## src/sv/lzssrd_pkg.sv

```systemverilog
package lzssrd_pkg;

    localparam int BYTE_W     = 8;
    localparam int LIMIT_W    = 24;
    localparam int FLAG_W     = 9;
    localparam int LEN_W      = 5;
    localparam int START_BACK = 18;

    localparam logic [FLAG_W-1:0] FLAG_MARK = 9'h100;
    localparam logic [FLAG_W-1:0] FLAG_NONE = 9'h001;
    localparam logic [LEN_W-1:0]  LEN_BIAS  = 5'd3;
    localparam logic [LEN_W-1:0]  LEN_ONE   = 5'd1;

    typedef enum logic [1:0] {
        PH_FLAG,
        PH_TOKEN,
        PH_HIGH
    } phase_t;

    typedef enum logic [1:0] {
        ST_IDLE,
        ST_READ,
        ST_PUT
    } state_t;

    typedef struct packed {
        logic take;
        logic read;
        logic put;
    } cmd_t;

    typedef struct packed {
        phase_t phase;
        logic   lit_flag;
        logic   final_byte;
        logic   put_stall;
    } status_t;

endpackage

```

## src/sv/lzssrd_ctrl.sv

```systemverilog
module lzssrd_ctrl (
    input  logic              clk,
    input  logic              rst_n,
    input  logic              in_valid,
    output logic              in_ready,
    input  lzssrd_pkg::status_t status,
    output lzssrd_pkg::cmd_t    cmd
);
    import lzssrd_pkg::*;

    state_t state_reg;
    state_t state_next;

    always_ff @(posedge clk or negedge rst_n)
    begin
        if (!rst_n)
        begin
            state_reg <= ST_IDLE;
        end
        else
        begin
            state_reg <= state_next;
        end
    end

    always_comb
    begin
        state_next = state_reg;
        in_ready   = 1'b0;
        cmd        = '0;
        case (state_reg)
            ST_IDLE:
            begin
                in_ready = 1'b1;
                if (in_valid)
                begin
                    cmd.take = 1'b1;
                    if (status.phase == PH_TOKEN && status.lit_flag)
                    begin
                        state_next = ST_PUT;
                    end
                    else if (status.phase == PH_HIGH)
                    begin
                        state_next = ST_READ;
                    end
                end
            end
            ST_READ:
            begin
                cmd.read   = 1'b1;
                state_next = ST_PUT;
            end
            ST_PUT:
            begin
                if (!status.put_stall)
                begin
                    cmd.put    = 1'b1;
                    state_next = status.final_byte ? ST_IDLE : ST_READ;
                end
            end
            default:
            begin
                state_next = ST_IDLE;
            end
        endcase
    end

endmodule

```

## config.mk

```make
export PLATFORM = sky130hd
export DESIGN_NAME = lzssrd_ctrl
export DESIGN_NICKNAME = d
export VERILOG_FILES = /design/src/sv/lzssrd_pkg.sv /design/src/sv/lzssrd_ctrl.sv
export SDC_FILE = /design/constraint.sdc
export NUM_CORES = 1
export LEC_CHECK = 0
export BUFFER_PORTS_ARGS = -buffer_cell sky130_fd_sc_hd__buf_2
export CAP_MARGIN = 15
export CORE_AREA = 2 2 39 41
export DETAILED_ROUTE_END_ITERATION = 10
export DIE_AREA = 0 0 41 43
export HOLD_SLACK_MARGIN = 0.06
export PLACE_DENSITY_LB_ADDON = 0.1
export REMOVE_ABC_BUFFERS = 1
export SLEW_MARGIN = 25
export SYNTH_ARGS = -nofsm -noshare
export SYNTH_HDL_FRONTEND = slang
export SYNTH_SLANG_ARGS = --single-unit
```

## constraint.sdc

```tcl
create_clock -name clk -period 2 [get_ports clk]
set_input_delay 0.2 -clock clk [delete_from_list [all_inputs] [get_ports clk]]
set_output_delay 0.2 -clock clk [all_outputs]
set_load 0.05 [all_outputs]
```

# Word level (Yosys, flattened, before mapping)

Index checks and enable logic that the tools add are counted.

Output and inout port bits: 4
Bits in read-only memories: 0
Bits in latches: 0
Input bits: 8
Memories: 0
Logic and storage cells: 23
Bits in registers: 2
Memory bits (writable): 0

Magnitude comparators: 0
Multipliers: 0
Reduce and logical (&&, ||, !) cells: 3
Multiplexer cells: 12
Shift-type cells: 0
Div/mod/pow operators: 0
Add/sub/neg operators: 0
Eq/ne operators: 7
Bitwise logic cells: 0

Operators with widths:

| kind               | count |
|---|---|
| $mux 2             | 4 |
| $mux 1             | 7 |
| $pmux 2 s3         | 1 |
| $eq 2x1->1 const B | 2 |
| $eq 2x2->1 const B | 2 |
| $ne 2x2->1 const B | 2 |
| $ne 3x3->1 const B | 1 |
| $reduce_and 3->1   | 1 |
| $logic_not 2->1    | 1 |
| $logic_and 1x1->1  | 1 |

# Depth between registers and ports, before layout

Depth after elaboration: 5
Depth in mapped cells: 2
Mapped depth without buffers: 2

# Worst setup path before layout

No wires, ideal clock.

Path kind: reg-to-output
Start point: reg state_reg[0]
End point: out cmd[2] (netlist bit)
Stages on the path, launching flop included: 3
Buffers on the path: 0
Path slack: 153 ps
Data arrival time: 1647 ps
Path through: dfrtp_1 -> nor2_1 -> and2_1

RTL lines:

| element                | RTL line          | text |
|---|---|---|
| start, declared        | lzssrd_ctrl.sv:11 | `state_t state_reg;` |
| start signal, assigned | lzssrd_ctrl.sv:22 | `state_reg <= state_next;` |
| end, declared          | lzssrd_ctrl.sv:7  | `output lzssrd_pkg::cmd_t cmd` |

==> key figures <==
Status
  – Status: completed

Setup path
  – CP required: 1.80 ns
  – Crit Path Class: reg2out
  – Critical path, cell by cell: nor2_1 -> and2_1 -> buf_2
  – Worst path arrival time: 1.19 ns
  – Crit. End Element: primary output
  – Crit path max-delay family: flip-flops
  – R2R Setup Slk: 0.98 ns
  – CP max stage cell: dfrtp_1
  – CP Max Fanout: 6
  – CP max stage delay: 0.42 ns
  – CP Launch Type: register
  – Worst Path Buf+Inv: 1

Timing
  – Final worst path period share: 0.697
  – Achievable frequency: 718 MHz
  – Post-Route Skew: 0.000784 ns
  – Post-route minimum period: 1.39 ns
  – Final Hold Slack: 0.256 ns
  – Setup TNS: 0 ns
  – Final setup vio count: 0
  – Final Hold Fails: 0
  – Max_slew headroom: 0.836
  – Worst Max-Slew Pin Slew: 0.248 ns
  – RSZ-0062 raised after global routing: no
  – Post-route setup slack: 0.607 ns
  – Max Slew Vio Count: 0

Place
  – GPL Wtd Cong: 0.582
  – Dpl ws: 0.836 ns
  – Port-buffer cells: 11

Logic synthesis
  – Number of synthesis warnings: 0
  – Synth cell types: 11
  – Post-synthesis sequential area ratio: 0.412
  – Cells after Synth: 12
  – Cell taking the most area after synthesis: dfrtp_1
  – FF+latch count, synth: 2
  – Most frequent cell after synthesis: dfrtp_1
  – Yosys top cell area share: 0.412
  – Post-synth EDFFs: 0
  – Ys flop type: dfrtp_1
  – Synth top area cells: dfrtp_1, nand4bb_1, nand4b_1, or3b_1, a22oi_1
  – Synth Area per Inst: 10.1 sq um
  – Mapped Area: 121 sq um
  – Async SR Flop Fraction: 1.00

Pwr
  – Design Power: 341 uW
  – Peak supply drop: 0.000201 V
  – Int Power: 173 uW
  – P_leak: 0.112 nW
  – Combinational share of power: 0.521
  – Switching pwr: 168 uW
  – Flop pwr share: 0.220
  – PD cells: 1490 mW/mm^2
  – Switch share: 0.492
  – Clk network pwr share: 0.258

Route
  – Top Metal Used: met3
  – Post-Route WL: 353 microns
  – Vias per cell: 3.37
  – Met2 wire length: 211 microns
  – Wire length on met1: 123 microns
  – DR vias: 145
  – DRC errors left: 0
  – Drt first pass iters: 1
  – Antenna-violating nets left: 0
  – Initial detailed-routing violation count: 0
  – WL met3: 18 microns
  – WL/cell: 8.21 microns

Hold path
  – Hold WC Path Type: in2reg

Final layout
  – Area occupied by multi-input gates: 71.3 sq um
  – Final nets: 37
  – P&R area growth vs syn: 88.7%
  – Finished Core Util: 0.165
  – Fill cells: 170
  – Register area: 50.0 sq um
  – Most frequent cells in the layout: buf_2, clkbuf_4, dfrtp_1
  – Share of layout cells above drive strength 1: 0.519
  – Ant. Diodes: 0
  – Max reg flops: 2
  – Commonest non-fill, non-tap cell in the layout: buf_2

GRT
  – Grt ovf: 0
  – First-pass GRT wire length: 538 microns
  – Vias in the first global route: 151
  – Initial antenna violation count: 0
  – Total GRT Usage: 0.0552
  – Largest net degree at the start of global routing: 7

Floorplan
  – Core ar.: 0.00138 sq mm
  – Boundary Pins: 12
  – DIE AREA: 0.00176 sq mm
  – Row cnt: 14
  – Initial core utilization: 0.0877
  – Die Ht: 43 microns
  – Die Width: 41 microns

Flow run
  – Max Cap Viol: 0

Clock network
  – Clk Latency, worst-skew pair: 0.22 ns
  – Root Driver: clkbuf_4
  – Cts hold-fix bufs: 1
  – Setup bufs post-CTS: 0
  – CTS tree: yes
  – CTS Buf Count: 3
  – PostCTS Resize Cnt: 0
  – Clock Path Buffers: 2
  – H-Tree Depth: 1
  – Num Clock Sinks: 2
  – Worst-path clk slew: 0.03 ns
==> worst register-to-register path, stage by stage, from the launching register on <==
cell     delay, ns
dfrtp_1       0.41
or3b_1        0.37
a21oi_1       0.16
==> power by group through the flow <==
stage / Combinational, mW / Sequential, mW / Clock (mW)
3_3_place_gp: 0.180 / 0.0750 / 0
3_5_place_dp: 0.179 / 0.0746 / 0
5_1_grt: 0.191 / 0.0780 / 0.0984
2_1_floorplan: 0.141 / 0.0688 / 0
4_1_cts: 0.180 / 0.0759 / 0.0952
6_report: 0.178 / 0.0751 / 0.0881
==> path summary, 6_finish.rpt <==
check | cells past startpoint | end | from
max | 3 | cmd[2] | state_reg[1]$_DFFE_PN0P_
min | 3 | state_reg[0]$_DFFE_PN0P_ | status[1]
max reg2reg | 2 | state_reg[0]$_DFFE_PN0P_ | state_reg[1]$_DFFE_PN0P_
min reg2reg | 1 | state_reg[0]$_DFFE_PN0P_ | state_reg[0]$_DFFE_PN0P_
max in group asynchronous | 2 | state_reg[1]$_DFFE_PN0P_ | rst_n
min in group asynchronous | 2 | state_reg[0]$_DFFE_PN0P_ | rst_n
==> final cells by class <==
class                           instances  area share
Timing Repair Buffer                   12       0.284
Multi-Input combinational cell         10       0.311
Tap cell                               16      0.0874
Sequential cell                         2       0.219
Clock buffer                            3      0.0984
==> per-stage QoR <==
step,area (sq um),cells
floorplan,121,12
global placement,196,39
detailed placement,196,39
CTS,229,43
global route,229,43
finish,229,43
==> metal layers <==
layer | vias up | track usage
li1 | 75 | -
met1 | 66 | 0.0322
met2 | 4 | 0.0750
met3 | 0 | 0.0471
met4 | 0 | 0.0800
met5 | - | 0
==> cell families (layout without fill, tap and decap cells) <==
| family | after synthesis | count (layout) | synth area share |
|---|---|---|---|
| AO/OA/AOI/OAI | 2 | 2 | 0.103 |
| buffers and inverters | 0 | 15 | 0 |
| flip-flops | 2 | 2 | 0.412 |
| AND/OR/NAND/NOR | 8 | 8 | 0.485 |
No activity file was read; power rests on OpenSTA's default activity.
